==> src/rtl/core/bfc_pkg.sv <==
package bfc_pkg;

    localparam int NumPlanes = 6;
    localparam int NumAxes   = 3;
    localparam int CoordW    = 16;   // input coordinate width
    localparam int ShiftW    = 17;   // corner plus offset, exact
    localparam int CoefW     = 16;   // a, b, c in Q1.14, d integer
    localparam int ProdW     = CoefW + ShiftW;
    localparam int SumW      = 35;   // three products plus scaled d
    localparam int FracBits  = 14;
    localparam int PlaneW    = 4 * CoefW;
    localparam int CfgIdxW   = 3;
    localparam int InDataW   = 3 * NumAxes * CoordW;
    localparam int OutDataW  = 8;

    typedef logic [PlaneW-1:0]        plane_t;
    typedef plane_t                   plane_arr_t [NumPlanes];
    typedef logic signed [CoordW-1:0] coord_t;
    typedef coord_t                   coord_vec_t [NumAxes];
    typedef logic signed [ShiftW-1:0] shift_t;
    typedef shift_t                   shift_vec_t [NumAxes];
    typedef logic signed [CoefW-1:0]  coef_t;
    typedef logic signed [ProdW-1:0]  prod_t;
    typedef logic signed [SumW-1:0]   sum_t;

    typedef enum logic [1:0] {
        VIS_OUTSIDE   = 2'd0,
        VIS_INTERSECT = 2'd1,
        VIS_INSIDE    = 2'd2
    } vis_t;

    // load enables for the stages held inside the plane units
    typedef struct packed {
        logic prod_en;
        logic sum_en;
    } stage_en_t;

    typedef struct packed {
        logic any_front;   // at least one corner strictly in front
        logic all_front;   // all eight corners strictly in front
    } plane_flags_t;

    // coefficient k of a plane word: 0 = a, 1 = b, 2 = c, 3 = d
    function automatic coef_t plane_coef(input plane_t p, input int k);
        return coef_t'(p[(NumAxes - k) * CoefW +: CoefW]);
    endfunction

endpackage

==> src/rtl/core/bfc_cfg_regs.sv <==
module bfc_cfg_regs (
    input  logic                          aclk,
    input  logic                          aresetn,
    input  logic                          cfg_valid,
    output logic                          cfg_ready,
    input  logic [bfc_pkg::CfgIdxW-1:0]   cfg_index,
    input  logic [bfc_pkg::PlaneW-1:0]    cfg_data,
    output bfc_pkg::plane_arr_t           planes
);

    bfc_pkg::plane_arr_t planes_reg;
    bfc_pkg::plane_arr_t planes_next;

    assign cfg_ready = 1'b1;

    // indexes past the last plane are dropped
    always_comb begin
        planes_next = planes_reg;
        for (int i = 0; i < bfc_pkg::NumPlanes; i++) begin
            if (cfg_valid && cfg_index == bfc_pkg::CfgIdxW'(i)) begin
                planes_next[i] = cfg_data;
            end
        end
    end

    always_ff @(posedge aclk) begin
        if (!aresetn) begin
            for (int i = 0; i < bfc_pkg::NumPlanes; i++) begin
                planes_reg[i] <= '0;
            end
        end else begin
            planes_reg <= planes_next;
        end
    end

    assign planes = planes_reg;

endmodule

==> config.mk <==
export PLATFORM = sky130hd
export DESIGN_NAME = bfc_cfg_regs
export DESIGN_NICKNAME = d
export VERILOG_FILES = /design/src/rtl/core/bfc_pkg.sv /design/src/rtl/core/bfc_cfg_regs.sv
export SDC_FILE = /design/constraint.sdc
export NUM_CORES = 1
export LEC_CHECK = 0
export ABC_CLOCK_PERIOD_IN_PS = 900
export BUFFER_PORTS_ARGS = -buffer_cell sky130_fd_sc_hd__buf_2
export CAP_MARGIN = 5
export CELL_PAD_IN_SITES_DETAIL_PLACEMENT = 1
export CELL_PAD_IN_SITES_GLOBAL_PLACEMENT = 2
export CORE_MARGIN = 8
export CORE_UTILIZATION = 28
export CTS_BUF_LIST = sky130_fd_sc_hd__clkbuf_4 sky130_fd_sc_hd__clkbuf_8 sky130_fd_sc_hd__clkbuf_16
export DETAILED_ROUTE_END_ITERATION = 10
export PLACE_DENSITY = 0.84
export SYNTH_ARGS = -nofsm -noshare
export SYNTH_HDL_FRONTEND = slang
export SYNTH_SLANG_ARGS = --single-unit
==> constraint.sdc <==
create_clock -name aclk -period 0.9 [get_ports aclk]
set_input_delay 0.045 -clock aclk [delete_from_list [all_inputs] [get_ports aclk]]
set_output_delay 0.045 -clock aclk [all_outputs]
set_load 0.005 [all_outputs]
==> results of run 1 <==
-- logic make-up after synthesis --
group                  after synthesis
flip-flops                         384
AND/OR/NAND/NOR                    454
other                                1
multiplexers                       384
buffers and inverters               93
-- metrics by stage --
step | power [uW] | setup WS [ns] | utilization (%) | setup TNS [ns]
6_report | 39300 | -0.189 | 46.6 | -52.91
5_1_grt | 40600 | -0.232 | 46.6 | -70.74
4_1_cts | 39300 | -0.213 | 44.2 | -70.89
3_5_place_dp | 20600 | -0.386 | 35.3 | -105.91
3_3_place_gp | 20500 | -0.393 | 35.3 | -94.75
2_1_floorplan | 19200 | -0.00842 | - | -0.503
-- final cells by class --
type                       count  share of cell area [%]
sequential                   384                    35.2
timing repair buffer         751                    30.6
multi-input combinational    839                    24.4
clock buffer                  61                    5.53
tap                          672                    3.62
clock inverter                13                   0.641
antenna                        1                  0.0108
-- worst max path at each step --
stage                                  start                  endpoint  slack, ns  depth (start not counted)
global placement                cfg_index[1]   planes[12]$_SDFFE_PN0P_      -0.39                          5
detailed placement              cfg_index[1]   planes[17]$_SDFFE_PN0P_      -0.39                          5
floorplan                       cfg_index[0]  planes[320]$_SDFFE_PN0P_     -0.008                          4
finish              planes[168]$_SDFFE_PN0P_               planes[168]      -0.19                          1
global route        planes[168]$_SDFFE_PN0P_               planes[168]      -0.23                          1
CTS                 planes[191]$_SDFFE_PN0P_               planes[191]      -0.21                          1
-- what timing repair did --
item,CTS,global route
setup endpoints to repair,384,425
buffers inserted,44,75
resized for setup,626,107
hold buffers,70,1
endpoints found under the hold margin,379,1
pin swaps,0,0
-- where the power goes --
group	leakage [uW]	internal [uW]	switching, uW
combinational	0.00784	1780	1680
clock	0.000718	10800	7330
sequential	0.00330	17400	311
-- per-layer routing --
metal	track usage [%]	up-vias	routed length, um
met5	0	-	0
met4	5.90	0	2060
met3	6.19	112	4400
met2	32.7	453	30600
met1	20.9	6185	23200
li1	-	5746	-
-- Yosys cell counts --
cell type and instances:
sky130_fd_sc_hd__nand2_1 448, sky130_fd_sc_hd__buf_12 7, sky130_fd_sc_hd__buf_2 16, sky130_fd_sc_hd__nand4b_1 2, sky130_fd_sc_hd__dfxtp_1 384, sky130_fd_sc_hd__buf_6 30
sky130_fd_sc_hd__nand4bb_1 3, sky130_fd_sc_hd__buf_4 7, sky130_fd_sc_hd__nor4b_4 1, sky130_fd_sc_hd__mux2i_1 384, sky130_fd_sc_hd__conb_1 1, sky130_fd_sc_hd__clkbuf_1 33
==> impl_metrics.py, run 1 <==
metrics = {
    "run_status": {
        "status": "complete, but fails checks",
        "violations": "negative setup slack",
    },
    "worst_setup_path": {
        "startpoint_type": "flop",
        "cell_count_of_the_worst_reg_to_reg_path": 3,
        "timing.critical_path.max_delay_family": "flip-flops",
        "timing.critical_path.arrival_ns": 1.04,
        "cpMaxStageDelayCell": "sky130_fd_sc_hd__dfxtp_2",
        "timing.critical_path.cells": "buf_6",
        "r2r_slack_ns": 0.01,
        "critical_path.endpoint_type": "output port",
        "critPathMaxFanout": 2,
        "regToRegStartpoint": "planes[101]$_SDFFE_PN0P_",
        "timing.critical_path.buf_inv": 1,
        "timing.critical_path.slowest_cell_delay_ns": 0.37,
        "reg2reg_to": "planes[101]$_SDFFE_PN0P_",
        "path_class": "flop to output port",
        "required_time_of_the_worst_setup_path_ns": 0.85,
    },
    "finish": {
        "multi_input_comb_area_um2": 5650,
        "drive_gt1_share_pct": 55.9,
        "largest_register_ffs": 384,
        "final.fill_count": 5371,
        "nets": 2089,
        "mostFrequentLayoutCell": "sky130_fd_sc_hd__nand2_1",
        "regArea_um2": 8180,
        "final-instance-count-excl-fill": 2721,
        "layout.cells.most_common_list": "sky130_fd_sc_hd__nand2_1, sky130_fd_sc_hd__mux2i_1, sky130_fd_sc_hd__dfxtp_2, sky130_fd_sc_hd__buf_6, sky130_fd_sc_hd__buf_4",
        "area_growth_syn_to_layout_pct": 65.5,
        "final_design_area_no_fill_um2": 23200,
    },
    "hold_path": {
        "worstHoldEndpoint": "planes[310]$_SDFFE_PN0P_",
        "hp-start": "aresetn",
        "whs_path_depth": 4,
        "hold_path_class": "input pin to flop",
    },
    "synthesis": {
        "syn-instance-count": 1316,
        "post_synth_simple_gate_area_pct": 12.5,
        "post_synth_xor_area_fraction_pct": 0,
        "ys_warn_count": 0,
        "syn_area_cell_um2": 10.7,
        "syn_nets": 1386,
        "synthDominantCellAreaShare_pct": 54.8,
        "synth.mux.area_fraction_pct": 27.4,
        "yosysSeqAreaShare_pct": 54.8,
        "synth_compound_area_share_pct": 0,
        "post_synth_fa_ha_maj_area_fraction_pct": 0,
        "synthesis.area_um2": 14000,
        "synth_top_family_by_area": "multiplexers",
        "netlist_top_cells_area": "sky130_fd_sc_hd__dfxtp_1, sky130_fd_sc_hd__mux2i_1, sky130_fd_sc_hd__nand2_1",
        "synth.lib_cells_used.distinct": 12,
        "synth_seq_cells": 384,
        "biggest_area_consumer_among_synthesized_cells": "sky130_fd_sc_hd__dfxtp_1",
    },
    "global_routing": {
        "grt_start_max_net_pins": 38,
        "grt_first_pass_wirelength_mm": 83.0,
        "grt_pass1_vias": 13600,
        "grt_remaining_overflow": 0,
        "grt_util_all_layers_pct": 18.5,
        "grt_antenna_before_repair": 1,
    },
    "sta": {
        "fin_hold_ws_ns": 0.0130,
        "timing_hold_violations_final": 0,
        "slew_viol_final": 0,
        "final.min_clock_period_ns": 1.09,
        "worst_slack_ns": -0.189,
        "timing.final.crit_share_pct": 121,
        "max_freq_mhz": 918,
        "setup_violations": 384,
        "skew_ns": 0,
        "setup_repair_after_global_routing_missed_its_margin": "yes",
    },
    "floorplan": {
        "dieArea_um2": 57500,
        "y_dimension_of_the_die_um": 240,
        "boundaryPins": 455,
        "starting_density_of_the_core_pct": 28.2,
        "std_cell_rows": 82,
        "core_um2": 49800,
        "die_width_um": 240,
    },
    "placement": {
        "dp_hpwl_mm": 37.4,
        "gpl.final_weighted_congestion": 0.780,
        "placement.cell_area_um2": 17600,
        "dp.cells": 2458,
        "buffers_on_ports": 453,
    },
    "clock_tree": {
        "clockRootBuffer": "sky130_fd_sc_hd__clkbuf_16",
        "tritoncts.num_buffers": 43,
        "clkTransAtPathRegs_ns": 0.07,
        "tritoncts_clock_tree": "built",
        "cts_max_path_buffers": 3,
        "cts-htree-levels": 2,
        "cts.sinks": 384,
        "worstSkewPairLatency_ns": 0.55,
    },
    "drt": {
        "ant_nets": 0,
        "wire_per_inst_um": 22.1,
        "first_pass_iters": 5,
        "vias": 12500,
        "drc": 0,
        "vias_per_cell": 4.59,
        "wirelength_mm": 60.2,
        "drt-initial-drc-count": 468,
    },
    "flow_run": {
        "maxCapViolations": 0,
    },
    "power": {
        "peak_vdd_ir_mv": 1.24,
        "powerDensity_nw_per_um2": 1690,
        "p_leak_uw": 0.0119,
    },
}
Power figures use the tool's default switching activity.
==> run 2, diff against run 1 <==
- PLACE_DENSITY: 0.84 -> 0.76
==> run 2 against run 1 <==
Compared with the run above:
- the run still ends with negative setup slack left
- sequential share of layout area up 0.34 points
- first-iteration DRC count down 14%
- register-to-register slack better by 0.03 ns
- final area down 0.93%
- die area unchanged
- clock skew unchanged
- non-clock buffer count down 34
- critical endpoint is now planes[34]
- highest routed layer unchanged
==> impl_metrics.py, run 2 (synthesis results as in run 1) <==
metrics = {
    "run_status": {
        "status": "complete, but fails checks",
        "violations": "negative setup slack",
    },
    "finish": {
        "multi_input_comb_area_um2": 5650,
        "final.fill_count": 5403,
        "layout.cells.most_common_list": "sky130_fd_sc_hd__nand2_1, sky130_fd_sc_hd__mux2i_1, sky130_fd_sc_hd__dfxtp_2, sky130_fd_sc_hd__buf_6, sky130_fd_sc_hd__buf_4",
        "num_antenna_cells": 0,
        "drive_gt1_share_pct": 55.3,
        "regArea_um2": 8180,
        "final_core_utilization_pct": 46.2,
        "largest_register_ffs": 384,
        "nets": 2055,
        "final_design_area_no_fill_um2": 23000,
        "area_growth_syn_to_layout_pct": 64.0,
        "mostFrequentLayoutCell": "sky130_fd_sc_hd__nand2_1",
    },
    "global_routing": {
        "grt_first_pass_wirelength_mm": 81.4,
        "grt_pass1_vias": 13300,
        "grt_util_all_layers_pct": 18.3,
        "grt_start_max_net_pins": 39,
        "grt_antenna_before_repair": 0,
        "grt_remaining_overflow": 0,
    },
    "placement": {
        "placement.cell_area_um2": 17600,
        "dp_hpwl_mm": 37.8,
        "gpl.final_weighted_congestion": 0.780,
        "buffers_on_ports": 453,
    },
    "worst_setup_path": {
        "cpMaxStageDelayCell": "sky130_fd_sc_hd__dfxtp_4",
        "timing.critical_path.buf_inv": 1,
        "required_time_of_the_worst_setup_path_ns": 0.85,
        "timing.critical_path.slowest_cell_delay_ns": 0.37,
        "timing.critical_path.max_delay_family": "flip-flops",
        "timing.critical_path.cells": "buf_6",
        "path_class": "flop to output port",
        "critPathMaxFanout": 2,
        "worst_setup_path_startpoint": "planes[34]$_SDFFE_PN0P_",
        "startpoint_type": "flop",
        "timing.critical_path.arrival_ns": 1.03,
        "critical_path.endpoint_type": "output port",
        "regToRegStartpoint": "planes[316]$_SDFFE_PN0P_",
    },
    "floorplan": {
        "starting_density_of_the_core_pct": 28.2,
        "boundaryPins": 455,
        "y_dimension_of_the_die_um": 240,
        "core_um2": 49800,
        "std_cell_rows": 82,
        "dieArea_um2": 57500,
        "die_width_um": 240,
    },
    "drt": {
        "wire_per_inst_um": 21.3,
        "drt-initial-drc-count": 403,
        "ant_nets": 0,
        "vias": 12200,
        "drc": 0,
        "wirelength_mm": 57.3,
        "first_pass_iters": 4,
        "vias_per_cell": 4.52,
    },
    "sta": {
        "fin_hold_ws_ns": 0.0204,
        "max_freq_mhz": 928,
        "timing.final.crit_share_pct": 120,
        "final.min_clock_period_ns": 1.08,
        "skew_ns": 0,
        "worst_slack_ns": -0.178,
        "setup_repair_after_global_routing_missed_its_margin": "yes",
        "timing_hold_violations_final": 0,
        "slew_viol_final": 0,
        "setup_violations": 384,
    },
    "clock_tree": {
        "tritoncts_clock_tree": "built",
        "clockRootBuffer": "sky130_fd_sc_hd__clkbuf_16",
        "worstSkewPairLatency_ns": 0.54,
        "cts-htree-levels": 2,
        "cts_max_path_buffers": 3,
        "clkTransAtPathRegs_ns": 0.06,
        "cts.sinks": 384,
        "tritoncts.num_buffers": 43,
    },
    "hold_path": {
        "hold_path_class": "input pin to flop",
        "hp-start": "aresetn",
    },
    "power": {
        "powerDensity_nw_per_um2": 1720,
        "p_leak_uw": 0.0117,
        "peak_vdd_ir_mv": 1.01,
        "post-layout-total-power_uw": 39500,
    },
    "flow_run": {
        "maxCapViolations": 0,
    },
}
-- run 2: cell types whose count changed in the layout (fill, tap and decap cells not counted), moves of 3 or more --
cell / previous run / this run
sky130_fd_sc_hd__clkbuf_4: 10 / 7
sky130_fd_sc_hd__buf_4: 205 / 172
sky130_fd_sc_hd__buf_2: 114 / 120
sky130_fd_sc_hd__buf_6: 338 / 332
sky130_fd_sc_hd__clkbuf_8: 6 / 17
-- run 2: worst reg2reg max path: stages (launching register included) --
cell                      delay [ns]
sky130_fd_sc_hd__dfxtp_2        0.33
sky130_fd_sc_hd__buf_4          0.13
sky130_fd_sc_hd__buf_4          0.12
sky130_fd_sc_hd__nand2_1        0.06
sky130_fd_sc_hd__mux2i_1        0.09
-- run 2: cell type report --
| cell class | instances | area share, % |
|---|---|---|
| clock buffers | 69 | 6.14 |
| clock inverters | 9 | 0.424 |
| multi-input cells | 839 | 24.6 |
| flip-flops and latches | 384 | 35.6 |
| well taps | 672 | 3.66 |
| repair buffers | 717 | 29.6 |
-- run 2: report_power, final --
group          switching [uW]  total (uW)  internal [uW]
combinational            1610        3340           1730
sequential                304       17700          17400
clock                    7140       18400          11300
-- run 2: per-layer routing --
layer	global-route usage (%)	vias to the layer above	share of wire [%]
met4	7.43	0	3.7
met5	0	-	0
li1	-	5679	-
met3	5.60	106	7.1
met1	20.7	5983	40
met2	31.8	392	49
-- run 2: what timing repair did --
item	4_1_cts	5_1_grt
gates resized for setup	643	89
endpoints found under the hold margin	378	4
hold buffers	67	2
setup buffers	39	48
setup endpoints to repair	384	409
-- run 2: worst paths after layout --
kind,to,cells past startpoint,slack [ns]
max,planes[34],1,-0.18
max reg2reg,planes[316]$_SDFFE_PN0P_,4,0.04
min,planes[175]$_SDFFE_PN0P_,4,0.02
min reg2reg,planes[196]$_SDFFE_PN0P_,2,0.46
-- run 2: metrics by stage --
| step | instances | TNS (ns) | worst slack [ns] |
|---|---|---|---|
| 6_report | 2690 | -48.97 | -0.178 |
| 5_1_grt | 2690 | -66.36 | -0.217 |
| 4_1_cts | 2641 | -69.74 | -0.215 |
| 3_5_place_dp | 2457 | -88.96 | -0.395 |
| 3_3_place_gp | 2457 | -80.86 | -0.316 |
| 2_1_floorplan | 1316 | -0.503 | -0.00842 |
==> run 3, diff against run 2 <==
- PLACE_DENSITY: 0.76 -> default
- PLACE_DENSITY_LB_ADDON: default -> 0.1
==> run 3 against run 2 <==
Compared with the run above:
- the flow finishes with violations (negative hold slack, negative setup slack)
- clock power rose by 6%
- clock skew did not move
- register-to-register slack improved by 0.02 ns
- final area rose by 1.5%
- global-route usage rose by 0.81 points
- die area did not move
==> impl_metrics.py, run 3 (synthesis results as in run 1) <==
metrics = {
    "drt": {
        "first_pass_iters": 4,
        "ant_nets": 0,
        "vias_per_cell": 4.42,
        "wire_per_inst_um": 21.1,
        "vias": 12000,
        "wirelength_mm": 57.0,
        "drc": 0,
        "drt-initial-drc-count": 339,
    },
    "floorplan": {
        "boundaryPins": 455,
        "core_um2": 49800,
        "std_cell_rows": 82,
        "dieArea_um2": 57500,
        "starting_density_of_the_core_pct": 28.2,
        "die_width_um": 240,
        "y_dimension_of_the_die_um": 240,
    },
    "clock_tree": {
        "cts-htree-levels": 2,
        "clockRootBuffer": "sky130_fd_sc_hd__clkbuf_16",
        "cts_max_path_buffers": 3,
        "clkTransAtPathRegs_ns": 0.06,
        "tritoncts.num_buffers": 47,
        "worstSkewPairLatency_ns": 0.56,
        "tritoncts_clock_tree": "built",
        "cts.sinks": 384,
    },
    "global_routing": {
        "grt_pass1_vias": 12900,
        "grt_start_max_net_pins": 31,
        "grt_antenna_before_repair": 1,
        "grt_first_pass_wirelength_mm": 83.2,
        "grt_util_all_layers_pct": 19.1,
        "grt_remaining_overflow": 0,
    },
    "worst_setup_path": {
        "timing.critical_path.arrival_ns": 1.03,
        "startpoint_type": "flop",
        "path_class": "flop to output port",
        "cell_count_of_the_worst_reg_to_reg_path": 4,
        "critPathMaxFanout": 2,
        "required_time_of_the_worst_setup_path_ns": 0.85,
        "timing.critical_path.buf_inv": 1,
        "timing.critical_path.slowest_cell_delay_ns": 0.36,
        "reg2reg_to": "planes[73]$_SDFFE_PN0P_",
        "timing.critical_path.max_delay_family": "flip-flops",
        "r2r_slack_ns": 0.06,
        "cpMaxStageDelayCell": "sky130_fd_sc_hd__dfxtp_2",
        "timing.critical_path.cells": "buf_6",
        "critical_path.endpoint_type": "output port",
        "regToRegStartpoint": "planes[73]$_SDFFE_PN0P_",
    },
    "finish": {
        "largest_register_ffs": 384,
        "nets": 2065,
        "final_core_utilization_pct": 46.9,
        "final_design_area_no_fill_um2": 23300,
        "num_antenna_cells": 0,
        "drive_gt1_share_pct": 55.5,
        "final-instance-count-excl-fill": 2704,
        "mostFrequentLayoutCell": "sky130_fd_sc_hd__nand2_1",
        "area_growth_syn_to_layout_pct": 66.4,
        "layout.cells.most_common_list": "sky130_fd_sc_hd__nand2_1, sky130_fd_sc_hd__mux2i_1, sky130_fd_sc_hd__dfxtp_2, sky130_fd_sc_hd__buf_6, sky130_fd_sc_hd__buf_4",
    },
    "hold_path": {
        "worstHoldEndpoint": "planes[333]$_SDFFE_PN0P_",
        "hp-start": "aresetn",
        "hold_path_class": "input pin to flop",
        "whs_path_depth": 4,
    },
    "run_status": {
        "status": "complete, but fails checks",
        "violations": "negative hold slack, negative setup slack",
    },
    "sta": {
        "timing.final.crit_share_pct": 120,
        "worst_slack_ns": -0.176,
        "setup_violations": 384,
        "max_freq_mhz": 929,
        "fin_hold_ws_ns": -0.00776,
        "skew_ns": 0,
        "final.min_clock_period_ns": 1.08,
        "setup_repair_after_global_routing_missed_its_margin": "yes",
        "final.setup.tns_ns": -54.75,
        "timing_hold_violations_final": 2,
        "slew_viol_final": 0,
    },
    "placement": {
        "dp.cells": 2472,
        "dp_hpwl_mm": 40.0,
        "placement.cell_area_um2": 17800,
        "gpl.final_weighted_congestion": 0.741,
        "buffers_on_ports": 453,
    },
    "power": {
        "cellInternalPower_uw": 31400,
        "seq_power_share_pct": 43.6,
        "comb_power_share_pct": 8.4,
        "net_switching_share_of_the_total_power_pct": 22.7,
        "netSwitchingPower_uw": 9230,
        "power.clock.fraction_pct": 48.0,
        "p_leak_uw": 0.0119,
        "peak_vdd_ir_mv": 1.14,
        "powerDensity_nw_per_um2": 1740,
    },
    "flow_run": {
        "maxCapViolations": 0,
    },
}
==> run 3: cell types whose count changed in the layout (fill, tap and decap cells not counted), sizes merged <==
cell,previous run,this run
dlymetal6s4s,1,2
clkinv,6,5
clkinvlp,1,0
dlygate4sd3,67,68
clkbuf,69,79
buf,649,653
==> run 3: power groups by stage <==
| stage | Clock [uW] | Sequential, uW | Combinational (uW) |
|---|---|---|---|
| 2_1_floorplan | 0 | 18000 | 1200 |
| 3_3_place_gp | 0 | 18000 | 2710 |
| 3_5_place_dp | 0 | 18000 | 2730 |
| 4_1_cts | 20200 | 17700 | 3370 |
| 5_1_grt | 20800 | 17800 | 3690 |
| 6_report | 19500 | 17700 | 3420 |
==> run 3: timing repair <==
item                       CTS  global route
buffers inserted            33            42
setup endpoints to repair  384           420
gates cloned                 0             0
hold buffers                73             0
pin swaps                    0             0
gates resized for setup    699            72
hold endpoints to repair   378             0
==> run 3: metrics by stage <==
stage,power (uW),worst slack [ns]
3_3_place_gp,20700,-0.336
2_1_floorplan,19200,-0.00842
3_5_place_dp,20700,-0.367
5_1_grt,42300,-0.226
4_1_cts,41300,-0.225
6_report,40700,-0.176
==> run 3: how the worst max path moves through the flow <==
stage	from	to	slack [ns]	depth (start not counted)
3_3_place_gp	cfg_index[0]	planes[365]$_SDFFE_PN0P_	-0.34	5
2_1_floorplan	cfg_index[0]	planes[320]$_SDFFE_PN0P_	-0.008	4
4_1_cts	planes[53]$_SDFFE_PN0P_	planes[53]	-0.22	1
5_1_grt	planes[35]$_SDFFE_PN0P_	planes[35]	-0.23	1
6_report	planes[35]$_SDFFE_PN0P_	planes[35]	-0.18	1
3_5_place_dp	cfg_index[0]	planes[363]$_SDFFE_PN0P_	-0.37	5
==> run 3: routing by layer <==
layer  vias up  share of wire [%]  global-route usage [%]
li1       5717                  -                       -
met5         -              0.021                       0
met1      5849                 41                    22.6
met2       310                 49                    32.3
met4         2                3.1                    6.69
met3        83                7.0                    6.04
==> run 3: worst reg2reg max path, stage by stage, from the launching register on <==
cell                      delay [ns]
sky130_fd_sc_hd__dfxtp_2        0.33
sky130_fd_sc_hd__buf_4          0.12
sky130_fd_sc_hd__buf_4          0.12
sky130_fd_sc_hd__nand2_1        0.06
sky130_fd_sc_hd__mux2i_1        0.08
==> run 3: area by class of cell <==
type	count	area, um2
flip-flops and latches	384	8180
multi-input cells	839	5650
well taps	672	841
repair buffers	723	7040
clock inverters	7	85.1
clock buffers	79	1550
fillers	5410	26400
